[src/hw/rtl/igfc_pkg.sv]
package igfc_pkg;

	// Default geometry of the frame store
	localparam int FRAME_BYTES_DEF = 64;
	localparam int FRAME_SLOTS_DEF = 8;

	// Width of a byte count and of a stored frame length
	localparam int LEN_W = 7;

	// Idle threshold after reset
	localparam logic [7:0] IDLE_TICKS_RST = 8'd10;

	// Input operation codes
	typedef enum logic [1:0] {
		OP_BYTE = 2'd0,
		OP_TICK = 2'd1,
		OP_POP  = 2'd2
	} op_t;

	// Sequencer states
	typedef enum logic [1:0] {
		ST_IDLE,
		ST_LEN,
		ST_STREAM
	} state_t;

endpackage

[src/hw/rtl/idle_gap_frame_collector_unit.sv]
// Channel   Dir  Handshake            Payload
// in        in   in_valid/in_ready    op, rx_byte
// out       out  out_valid/out_ready  frame_byte, frame_length, last, empty_res
// cfg       in   cfg_we               cfg_wdata (idle_ticks)
//
// A byte, a tick or a pop of an empty stack leaves the input open.
// A pop of an n-byte frame keeps the input closed until its last byte enters the
// output register: ST_LEN latches the frame length, then the single read port of
// the frame memory returns one byte per cycle into it while the output drains freely.
// Reset clears all control state at once; the memories need no clearing pass.
// A stall on the output holds the read pipeline; bytes and ticks are still taken
// while a result waits, a pop waits until the output register is free.
module idle_gap_frame_collector_unit
	import igfc_pkg::*;
#(
	parameter int FRAME_BYTES = FRAME_BYTES_DEF,
	parameter int FRAME_SLOTS = FRAME_SLOTS_DEF
) (
	input  logic        clk,
	input  logic        arst_n,
	input  logic        cfg_we,
	input  logic [7:0]  cfg_wdata,
	input  logic        in_valid,
	output logic        in_ready,
	input  logic [1:0]  op,
	input  logic [7:0]  rx_byte,
	output logic        out_valid,
	input  logic        out_ready,
	output logic [7:0]  frame_byte,
	output logic [5:0]  frame_length,
	output logic        last,
	output logic        empty_res
);

	// Byte index, stack position, physical slot and stack count widths
	localparam int IW = (FRAME_BYTES - 1 > 1) ? $clog2(FRAME_BYTES - 1) : 1;
	localparam int PW = (FRAME_SLOTS - 1 > 1) ? $clog2(FRAME_SLOTS - 1) : 1;
	localparam int SW = $clog2(FRAME_SLOTS);
	localparam int CW = $clog2(FRAME_SLOTS);
	localparam int AW = SW + IW;

	state_t            state_q, state_d;
	logic [7:0]        idle_ticks_q;
	logic [7:0]        idle_count_q;
	logic [LEN_W-1:0]  asm_count_q;
	logic [CW-1:0]     stack_count_q;
	logic [SW-1:0]     asm_slot_q;
	logic [SW-1:0]     map_q [FRAME_SLOTS-1];

	logic [7:0]        frame_mem [2**AW];
	logic [LEN_W-1:0]  len_mem [FRAME_SLOTS-1];
	logic [LEN_W-1:0]  len_rd_q;

	logic [SW-1:0]     slot_q;
	logic [LEN_W-1:0]  len_q;
	logic [LEN_W-1:0]  rd_idx_q;
	logic              vld_s1;
	logic              last_s1;
	logic [7:0]        rdata_s1;

	logic              out_valid_q;
	logic [7:0]        out_byte_q;
	logic [5:0]        out_len_q;
	logic              out_last_q;
	logic              out_empty_q;

	op_t               op_c;
	logic              in_acc;
	logic              byte_acc, tick_acc, pop_acc;
	logic              asm_room;
	logic [8:0]        idle_inc;
	logic              tick_end;
	logic              frame_done;
	logic              push_ok;
	logic [CW-1:0]     pos_c;
	logic [SW-1:0]     map_rd;
	logic              pop_empty;
	logic              pop_start;
	logic              take;
	logic              rd_en;

	// Decode the incoming transaction
	assign op_c     = op_t'(op);
	assign in_ready = (state_q == ST_IDLE) && ((op_c != OP_POP) || !out_valid_q || out_ready);
	assign in_acc   = in_valid && in_ready;
	assign byte_acc = in_acc && (op_c == OP_BYTE);
	assign tick_acc = in_acc && (op_c == OP_TICK);
	assign pop_acc  = in_acc && (op_c == OP_POP);

	// Idle counting and frame completion
	assign asm_room   = asm_count_q < LEN_W'(FRAME_BYTES - 1);
	assign idle_inc   = {1'b0, idle_count_q} + 9'd1;
	assign tick_end   = idle_inc >= {1'b0, idle_ticks_q};
	assign frame_done = tick_acc && tick_end && (asm_count_q != '0);
	assign push_ok    = frame_done && (stack_count_q < CW'(FRAME_SLOTS - 1));

	// Stack position: top entry for a pop, next free entry for a push
	assign pos_c  = (op_c == OP_POP) ? (stack_count_q - CW'(1)) : stack_count_q;
	assign map_rd = map_q[pos_c[PW-1:0]];

	assign pop_empty = pop_acc && (stack_count_q == '0);
	assign pop_start = pop_acc && (stack_count_q != '0);

	// Read pipeline advance
	assign take  = vld_s1 && (!out_valid_q || out_ready);
	assign rd_en = (state_q == ST_STREAM) && (rd_idx_q < len_q) && (!vld_s1 || take);

	// Next state
	always_comb begin
		state_d = state_q;
		case (state_q)
			ST_IDLE: begin
				if (pop_start) begin
					state_d = ST_LEN;
				end
			end
			ST_LEN: begin
				state_d = ST_STREAM;
			end
			ST_STREAM: begin
				if (take && last_s1) begin
					state_d = ST_IDLE;
				end
			end
			default: begin
				state_d = ST_IDLE;
			end
		endcase
	end

	always_ff @(posedge clk or negedge arst_n) begin
		if (!arst_n) begin
			state_q <= ST_IDLE;
		end else begin
			state_q <= state_d;
		end
	end

	// Hold the idle threshold
	always_ff @(posedge clk or negedge arst_n) begin
		if (!arst_n) begin
			idle_ticks_q <= IDLE_TICKS_RST;
		end else if (cfg_we) begin
			idle_ticks_q <= cfg_wdata;
		end
	end

	// Advance the idle counter and the assembly count
	always_ff @(posedge clk or negedge arst_n) begin
		if (!arst_n) begin
			idle_count_q <= '0;
			asm_count_q  <= '0;
		end else begin
			if (byte_acc) begin
				idle_count_q <= '0;
				if (asm_room) begin
					asm_count_q <= asm_count_q + LEN_W'(1);
				end
			end else if (tick_acc) begin
				if (tick_end) begin
					idle_count_q <= idle_ticks_q;
				end else begin
					idle_count_q <= idle_inc[7:0];
				end
				if (frame_done) begin
					asm_count_q <= '0;
				end
			end
		end
	end

	// Stack of physical slots: a push hands the assembly slot to the stack and
	// takes the next free one; a pop leaves its slot in the free region
	always_ff @(posedge clk or negedge arst_n) begin
		if (!arst_n) begin
			stack_count_q <= '0;
			asm_slot_q    <= SW'(FRAME_SLOTS - 1);
			for (int i = 0; i < FRAME_SLOTS - 1; i++) begin
				map_q[i] <= SW'(i);
			end
		end else begin
			if (push_ok) begin
				map_q[pos_c[PW-1:0]] <= asm_slot_q;
				asm_slot_q           <= map_rd;
				stack_count_q        <= stack_count_q + CW'(1);
			end else if (pop_start) begin
				stack_count_q <= stack_count_q - CW'(1);
			end
		end
	end

	// Frame memory: assembly writes, pop reads
	always_ff @(posedge clk) begin
		if (byte_acc && asm_room) begin
			frame_mem[{asm_slot_q, asm_count_q[IW-1:0]}] <= rx_byte;
		end
		if (rd_en) begin
			rdata_s1 <= frame_mem[{slot_q, rd_idx_q[IW-1:0]}];
			last_s1  <= (rd_idx_q == (len_q - LEN_W'(1)));
		end
	end

	// Length memory, indexed by stack position
	always_ff @(posedge clk) begin
		if (push_ok) begin
			len_mem[pos_c[PW-1:0]] <= asm_count_q;
		end
		if (pop_start) begin
			len_rd_q <= len_mem[pos_c[PW-1:0]];
		end
	end

	// Latch the popped slot and its length
	always_ff @(posedge clk) begin
		if (pop_start) begin
			slot_q <= map_rd;
		end
		if (state_q == ST_LEN) begin
			len_q <= len_rd_q;
		end
	end

	// Read index and read stage valid
	always_ff @(posedge clk or negedge arst_n) begin
		if (!arst_n) begin
			rd_idx_q <= '0;
			vld_s1   <= 1'b0;
		end else begin
			if (state_q == ST_LEN) begin
				rd_idx_q <= '0;
			end else if (rd_en) begin
				rd_idx_q <= rd_idx_q + LEN_W'(1);
			end
			if (rd_en) begin
				vld_s1 <= 1'b1;
			end else if (take) begin
				vld_s1 <= 1'b0;
			end
		end
	end

	// Output register valid
	always_ff @(posedge clk or negedge arst_n) begin
		if (!arst_n) begin
			out_valid_q <= 1'b0;
		end else if (take || pop_empty) begin
			out_valid_q <= 1'b1;
		end else if (out_ready) begin
			out_valid_q <= 1'b0;
		end
	end

	// Output register payload
	always_ff @(posedge clk) begin
		if (take) begin
			out_byte_q  <= rdata_s1;
			out_len_q   <= len_q[5:0];
			out_last_q  <= last_s1;
			out_empty_q <= 1'b0;
		end else if (pop_empty) begin
			out_byte_q  <= '0;
			out_len_q   <= '0;
			out_last_q  <= 1'b1;
			out_empty_q <= 1'b1;
		end
	end

	assign out_valid    = out_valid_q;
	assign frame_byte   = out_byte_q;
	assign frame_length = out_len_q;
	assign last         = out_last_q;
	assign empty_res    = out_empty_q;

	// Checks
	a_busy_closed: assert property (@(posedge clk) disable iff (!arst_n)
		(state_q != ST_IDLE) |-> !in_ready)
		else $error("input open while a pop is in progress");

	a_stack_bound: assert property (@(posedge clk) disable iff (!arst_n)
		stack_count_q <= CW'(FRAME_SLOTS - 1))
		else $error("stack count beyond slot limit");

	a_asm_bound: assert property (@(posedge clk) disable iff (!arst_n)
		asm_count_q <= LEN_W'(FRAME_BYTES - 1))
		else $error("assembly count beyond frame limit");

	a_rd_no_overrun: assert property (@(posedge clk) disable iff (!arst_n)
		rd_en |-> (!vld_s1 || take))
		else $error("read issued over unconsumed read data");

	a_empty_form: assert property (@(posedge clk) disable iff (!arst_n)
		(out_valid_q && out_empty_q) |-> (out_last_q && (out_len_q == '0)))
		else $error("empty result without last or with nonzero length");

endmodule

[config.mk]
export PLATFORM = sky130hd
export DESIGN_NAME = idle_gap_frame_collector_unit
export DESIGN_NICKNAME = d
export VERILOG_FILES = /design/src/hw/rtl/igfc_pkg.sv /design/src/hw/rtl/idle_gap_frame_collector_unit.sv
export SDC_FILE = /design/constraint.sdc
export NUM_CORES = 2
export LEC_CHECK = 0
export BUFFER_PORTS_ARGS = -buffer_cell sky130_fd_sc_hd__buf_2
export CAP_MARGIN = 20
export CELL_PAD_IN_SITES_DETAIL_PLACEMENT = 1
export CELL_PAD_IN_SITES_GLOBAL_PLACEMENT = 1
export CORE_UTILIZATION = 45
export CTS_BUF_LIST = sky130_fd_sc_hd__clkbuf_8 sky130_fd_sc_hd__clkbuf_16
export DETAILED_ROUTE_END_ITERATION = 7
export PLACE_DENSITY_LB_ADDON = 0.1
export SYNTH_ARGS = -nofsm -noshare
export SYNTH_HDL_FRONTEND = slang
export SYNTH_MEMORY_MAX_BITS = 65536
export SYNTH_SLANG_ARGS = --single-unit
[constraint.sdc]
create_clock -name clk -period 3.85 [get_ports clk]
set_input_delay 0.5775 -clock clk [delete_from_list [all_inputs] [get_ports clk]]
set_output_delay 0.5775 -clock clk [all_outputs]
set_load 0.005 [all_outputs]
Word level (Yosys, flattened, before mapping)
Memory sizes are Yosys's and may differ from the RTL's. A register that Yosys moved wholly into a read port is not among the register bits.
Index checks and enable logic that the tools add are counted.
{"block": "totals", "ram_bits": 4145, "memories": 2, "reg_bits": 88, "elab_cells": 119}
{"memory": "frame_mem", "words": 512, "word_bits": 8, "read_ports": 1, "rd_ports_with_merged_regs": 1, "write_ports": 1, "line": "idle_gap_frame_collector_unit.sv:50", "text": "logic [7:0] frame_mem [2**AW];"}
{"memory": "len_mem", "words": 7, "word_bits": 7, "read_ports": 1, "rd_ports_with_merged_regs": 1, "write_ports": 1, "line": "idle_gap_frame_collector_unit.sv:51", "text": "logic [LEN_W-1:0] len_mem [FRAME_SLOTS-1];"}
{"block": "op_classes", "n_eq_ne": 9, "n_bitwise": 1, "add_sub_neg": 6, "n_reduce_logical": 37, "mux": 35, "order_cmp": 6}
{"op": "7-bit two-way mux", "count": 6}
{"op": "8-bit two-way mux", "count": 5}
{"op": "21-bit bitwise mux", "count": 1}
{"op": "3-bit two-way mux", "count": 6}
{"op": "1-bit logical AND", "count": 16}
{"op": "7-bit by 1-bit adder with 7-bit output (second input constant)", "count": 2}
{"op": "2-bit nonzero test", "count": 7}
{"op": "6-bit two-way mux", "count": 2}
{"op": "1-bit two-way mux", "count": 10}
{"op": "8-bit by 1-bit adder with 9-bit output (second input constant)", "count": 1}
{"op": "3-bit binary-select mux with 3-bit select", "count": 1}
{"op": "3-bit demux with 3-bit select", "count": 1}
{"op": "9-bit by 8-bit greater-or-equal comparator with 1-bit output", "count": 1}
{"op": "7-bit equality test", "count": 1}
{"op": "7-bit by 6-bit < comparator with 1-bit output (second input constant)", "count": 1}
{"op": "7-bit < comparator", "count": 1}
{"op": "7-bit nonzero test", "count": 1}
{"op": "7-bit by 1-bit subtractor with 7-bit output (second input constant)", "count": 1}
{"op": "2-bit one-hot mux with 3 select lines", "count": 1}
{"op": "1-bit logical OR", "count": 5}
{"op": "2-bit by 1-bit equality test with 1-bit output (second input constant)", "count": 2}
{"op": "2-bit equality test (second input constant)", "count": 2}
{"op": "4-bit greater-or-equal comparator (second input constant)", "count": 1}
{"op": "2-bit logical NOT", "count": 2}
{"op": "other kinds (13)", "count": 17}

Logic depth before layout (Yosys ltp)
{"block": "depth", "word_depth": 11, "depth_mapped": 16, "mapped_depth_nobuf": 11}

Least setup slack after synthesis
No wires, ideal clock.
{"block": "synth_timing", "path_kind": "register to register", "start": "register idle_count_q[0]", "end": "register map_q[18] (netlist name)", "arrival_ps": 3596, "slack_ps": 129, "stages_incl_launch_ff": 12, "setup_time_ps": 125, "cell_sequence": "dfrtp_1 -> ha_1 -> nand3_1 -> nor2_1 -> xor2_1 -> ha_1 -> and3_1 -> a221o_1 -> o211ai_1 -> clkbuf_1 -> nor4_1 -> mux2_2"}
{"block": "synth_between", "elab_chain_cells": 5}
{"item": "from (decl)", "line": "idle_gap_frame_collector_unit.sv:44", "text": "logic [7:0] idle_count_q;"}
{"item": "from (signal assigned)", "line": "idle_gap_frame_collector_unit.sv:161", "text": "idle_count_q <= idle_ticks_q;"}
{"item": "from (signal assigned)", "line": "idle_gap_frame_collector_unit.sv:163", "text": "idle_count_q <= idle_inc[7:0];"}
{"item": "8-bit by 1-bit adder with 9-bit output", "line": "idle_gap_frame_collector_unit.sv:92", "text": "assign idle_inc = {1'b0, idle_count_q} + 9'd1;"}
{"item": "9-bit by 8-bit greater-or-equal comparator with 1-bit output", "line": "idle_gap_frame_collector_unit.sv:93", "text": "assign tick_end = idle_inc >= {1'b0, idle_ticks_q};"}
{"item": "1-bit logical AND (2 in a row)", "line": "idle_gap_frame_collector_unit.sv:94", "text": "assign frame_done = tick_acc && tick_end && (asm_count_q != '0);"}
{"item": "1-bit logical AND", "line": "idle_gap_frame_collector_unit.sv:95", "text": "assign push_ok = frame_done && (stack_count_q < CW'(FRAME_SLOTS - 1));"}
{"item": "to (signal, indexed assignment)", "line": "idle_gap_frame_collector_unit.sv:179", "text": "map_q[i] <= SW'(i);"}
{"item": "to (signal, indexed assignment)", "line": "idle_gap_frame_collector_unit.sv:183", "text": "map_q[pos_c[PW-1:0]] <= asm_slot_q;"}
{"item": "to (decl)", "line": "idle_gap_frame_collector_unit.sv:48", "text": "logic [SW-1:0] map_q [FRAME_SLOTS-1];"}
No other way between the ends.
A chain may end at the register's enable or synchronous reset.

Final worst setup path
{"block": "layout_timing", "start": "register rd_idx_q[0]", "end": "register rdata_s1[3], read port of frame_mem, data pin"}
{"block": "layout_between", "elab_chain_cells": 3}
{"item": "from (decl)", "line": "idle_gap_frame_collector_unit.sv:56", "text": "logic [LEN_W-1:0] rd_idx_q;"}
{"item": "from (signal assigned)", "line": "idle_gap_frame_collector_unit.sv:232", "text": "rd_idx_q <= rd_idx_q + LEN_W'(1);"}
{"item": "7-bit < comparator", "line": "idle_gap_frame_collector_unit.sv:106", "text": "assign rd_en = (state_q == ST_STREAM) && (rd_idx_q < len_q) && (!vld_s1 || take);"}
{"item": "1-bit logical AND (2 in a row)", "line": "idle_gap_frame_collector_unit.sv:106"}
{"item": "to (decl)", "line": "idle_gap_frame_collector_unit.sv:59", "text": "logic [7:0] rdata_s1;"}
Several ways; a longest one is shown, not always the timed one.

==> results.py <==
metrics = {
    "status": {
        "status": "completed",
    },
    "pwr": {
        "power_frac_clock_pct": 32.3,
        "irDropWorstVdd_uv": 786,
        "intPower_uw": 90700,
        "sum_of_internal_switching_and_leakage_power_uw": 130000,
        "powerDensity_nw_per_um2": 675,
        "switching_power_uw": 39700,
        "p_leak_uw": 0.0628,
        "share_comb_of_total_power_pct": 28.2,
        "p_sw_share_pct": 30.5,
        "power.share.sequential_pct": 39.5,
    },
    "timing": {
        "smallest_setup_slack_after_layout_ps": 117,
        "rsz0062_at_grt": "false",
        "relSlewSlack_pct": 18.1,
        "post-route-min-period_ps": 3730,
        "max_clock_freq_mhz": 268,
        "finalSetupTns_ps": 0,
        "final_min_period_over_clock_period_pct": 97.0,
        "timing_hold_violations_final": 0,
        "number_of_endpoints_failing_setup_at_the_final_stage": 0,
        "final_max_slew_viol_count": 0,
        "clock_skew_ps": 61.7,
        "tightestPinTransition_ps": 1230,
    },
    "logic_synthesis": {
        "ys.warnings.count": 0,
        "ys_ff_latch": 4248,
        "post-synth-top-count-cell": "sky130_fd_sc_hd__edfxtp_1",
        "syn-mean-instance-area_sq_um": 21.2,
        "synthesized_net_count": 7758,
        "synthArstFlopShare_pct": 1.44,
        "cells_taking_the_most_area_after_synthesis": "sky130_fd_sc_hd__edfxtp_1, sky130_fd_sc_hd__mux4_2, sky130_fd_sc_hd__nor2_1",
        "sequential_cell_area_fraction_in_the_yosys_report_pct": 77.7,
        "synth_enable_flop_cells": 4186,
        "post_synth_inst_count": 7710,
        "area_leader_netlist": "sky130_fd_sc_hd__edfxtp_1",
        "number_of_distinct_library_cell_variants_in_the_gate_level_netlist_after_synthesis": 60,
        "synth_area_sq_um": 164000,
        "area_fraction_of_the_dominant_cell_type_after_synthesis_pct": 76.7,
        "ys_top_cells_by_count": "sky130_fd_sc_hd__edfxtp_1, sky130_fd_sc_hd__mux4_2, sky130_fd_sc_hd__nor2_1",
        "synth-main-ff-cell": "sky130_fd_sc_hd__edfxtp_1",
    },
    "worst_setup_path": {
        "crit_arrival_ps": 4450,
        "cpLargestDelayFamily": "buffers and inverters",
        "cp_slowest_cell": "sky130_fd_sc_hd__mux4_2",
        "worst_path_cell_chain": "buf_12 > buf_12 > buf_4 > mux4_2 > a221oi_2 > o32ai_1 > buf_4 > nor4_2 > buf_2 > buf_4 > a2111oi_0 > a31oi_1 > o211ai_1",
        "worstPathBufferInverterCount": 6,
        "path_max_fanout": 17,
        "max_stage_delay_ps": 540,
        "regToRegEndpoint": "rdata_s1[3]$_DFFE_PP_",
        "critical_path.endpoint_type": "flop",
        "timing.reg2reg.setup_slack_ps": 120,
        "worstRegToRegCells": 13,
        "startpoint_type_of_the_worst_setup_path": "flop",
        "critPathRequiredTime_ps": 4570,
        "worst-setup-path-type": "flop to flop",
        "reg2reg_from": "rd_idx_q[0]$_DFFE_PN0P_",
        "crit_path_frequent_cell": "sky130_fd_sc_hd__buf_4",
    },
    "clock_tree": {
        "clockBufferDepth": 4,
        "tritoncts": "yes",
        "cts_root_buffer": "sky130_fd_sc_hd__clkbuf_16",
        "h-tree-depth": 5,
        "number_of_buffers_created_by_cts": 443,
        "cts.sink_count": 4248,
        "clk_latency_ps": 980,
        "clkTransAtPathRegs_ps": 60,
    },
    "min_path": {
        "number_of_stages_on_the_worst_hold_path": 1,
        "worst_hold_path_type": "input pin to flop",
        "hold_path.startpoint": "rx_byte[4]",
        "whs_endpoint": "frame_mem[386][4]$_DFFE_PP_",
    },
    "placement": {
        "dpl.hpwl_mm": 307,
        "placement.setup.worst_slack_ps": -350,
        "dpl-instance-area_sq_um": 179000,
        "routabilityCongestion": 0.835,
        "number_of_buffer_cells_added_on_primary_ports": 40,
    },
    "route": {
        "antenna_left": 0,
        "routed_len_inst_um": 34.4,
        "detail_route.drc_violations": 0,
        "dr.pass1.iters": 5,
        "vias": 84700,
        "viasPerCell": 6.02,
        "detailedRoute.firstIterationViolations": 9560,
        "wirelength_mm": 483,
    },
    "die": {
        "die_w_um": 605,
        "initial_core_util_pct": 45.2,
        "coreArea_sq_um": 362000,
        "die_area_sq_um": 366000,
        "fp-row-count": 221,
        "boundaryPins": 41,
        "floorplan.die.height_um": 605,
    },
    "layout": {
        "nets": 8947,
        "fillers": 31700,
        "synthToLayoutAreaGrowth_pct": 17.9,
        "finalInstanceArea_sq_um": 193000,
        "fin_util_pct": 53.3,
        "proportion_of_layout_cells_with_a_drive_suffix_above_1_pct": 31.9,
    },
    "global_route": {
        "vias_in_the_first_global_route": 88300,
        "grt_first_pass_wirelength_mm": 680,
        "grt_start_max_net_pins": 173,
        "globalRoute.totalOverflow": 0,
        "grt.total_usage_pct": 26.4,
        "grt_antenna_before_repair": 30,
    },
    "job": {
        "max-cap-violations": 0,
    },
}
-- worst max-delay path by stage --
| stage | cells after the start | slack, ps | start | end |
|---|---|---|---|---|
| final | 13 | 120 | rd_idx_q[0]$_DFFE_PN0P_ | rdata_s1[3]$_DFFE_PP_ |
| after global routing | 13 | 7 | rd_idx_q[0]$_DFFE_PN0P_ | rdata_s1[3]$_DFFE_PP_ |
| after CTS | 11 | 5 | rd_idx_q[0]$_DFFE_PN0P_ | rdata_s1[0]$_DFFE_PP_ |
| after detailed placement | 12 | -350 | rd_idx_q[0]$_DFFE_PN0P_ | rdata_s1[3]$_DFFE_PP_ |
| after global placement | 11 | -860 | rd_idx_q[0]$_DFFE_PN0P_ | rdata_s1[3]$_DFFE_PP_ |
| after floorplan | 11 | 130 | idle_count_q[0]$_DFFE_PN0P_ | map_q[18]$_DFFE_PN0P_ |
-- cell usage in the layout (no fill, tap or decap), drive strengths merged, types with 110 or more instances in the layout --
| cell type | netlist | layout |
|---|---|---|
| a22oi | 110 | 110 |
| buf | 192 | 1164 |
| clkbuf | 259 | 460 |
| clkinv | 0 | 201 |
| edfxtp | 4186 | 4186 |
| inv | 30 | 124 |
| mux2i | 125 | 125 |
| mux4 | 1028 | 1028 |
| nand2 | 251 | 251 |
| nor2 | 615 | 615 |
| o22ai | 134 | 134 |
-- sequential cells by signal (all words and copies together), names as in the netlist --
signal         cells
rd_idx_q           7
last               1
asm_count_q        7
state_q            2
len_q              7
last_s1            1
len_rd_q           7
vld_s1             1
stack_count_q      3
rdata_s1           8
asm_slot_q         3
map_q             21
slot_q             3
empty_res          1
frame_mem       4096
frame_byte         8
frame_length       6
idle_count_q       8
out_valid          1
idle_ticks_q       8
len_mem           49
-- cell type report --
cell class                      instances  area, sq um  share of cell area (%)
Sequential cell                      4248       127000                    65.9
Multi-Input combinational cell       2981        34800                    18.0
Clock buffer                          458        11400                    5.90
Timing Repair Buffer                 1195        10800                    5.57
Tap cell                             4794         6000                    3.11
Clock inverter                        350         2750                    1.42
Inverter                               30          121                  0.0628
Antenna cell                            5         12.5                 0.00648
-- routing by layer --
metal  part of all wire, %  global-route usage (%)  routed length (um)
met1                    42                    37.9              204000
met2                    48                    42.3              231000
met3                   7.4                    4.36               35700
met4                   2.7                    6.64               12800
met5                0.0048                       0                  23
-- timing repair --
action,in CTS,in global routing
hold endpoints to repair,78,0
hold buffers,28,0
resized for setup,3,9
gates cloned,1,1
buffers inserted,2,0
endpoints found under the setup margin,7,11
-- power by group through the flow --
stage | Combinational [uW] | Sequential, uW | Clock [uW]
2_1_floorplan | 19600 | 52300 | 0
3_3_place_gp | 36400 | 52500 | 0
3_5_place_dp | 36600 | 52600 | 0
4_1_cts | 36900 | 51500 | 42800
5_1_grt | 38400 | 51500 | 44200
6_report | 36800 | 51500 | 42100
-- worst reg2reg max path, cell delays in order (launching register included) --
cell and delay [ps]:
sky130_fd_sc_hd__dfrtp_4 450, sky130_fd_sc_hd__buf_12 170, sky130_fd_sc_hd__buf_12 240, sky130_fd_sc_hd__buf_4 250, sky130_fd_sc_hd__mux4_2 540, sky130_fd_sc_hd__a221oi_2 420, sky130_fd_sc_hd__o32ai_1 160, sky130_fd_sc_hd__buf_4 220
sky130_fd_sc_hd__nor4_2 230, sky130_fd_sc_hd__buf_2 250, sky130_fd_sc_hd__buf_4 130, sky130_fd_sc_hd__a2111oi_0 50, sky130_fd_sc_hd__a31oi_1 240, sky130_fd_sc_hd__o211ai_1 130
-- cells by family after synthesis --
kind of cell / share of synthesized area [%]
multiplexers: 15.1
AO/OA/AOI/OAI: 2.77
buffers and inverters: 1.24
XOR/XNOR: 0.139
flip-flops: 77.7
AND/OR/NAND/NOR: 2.87
adder cells (fa/ha/maj): 0.191
-- through the flow --
stage	instances	hold slack, ps
finish	14100	84.9
global placement	13200	408
global route	14100	70.6
floorplan	7710	282
CTS	14100	27.9
detailed placement	13200	421
(Power assumes the default switching activity.)
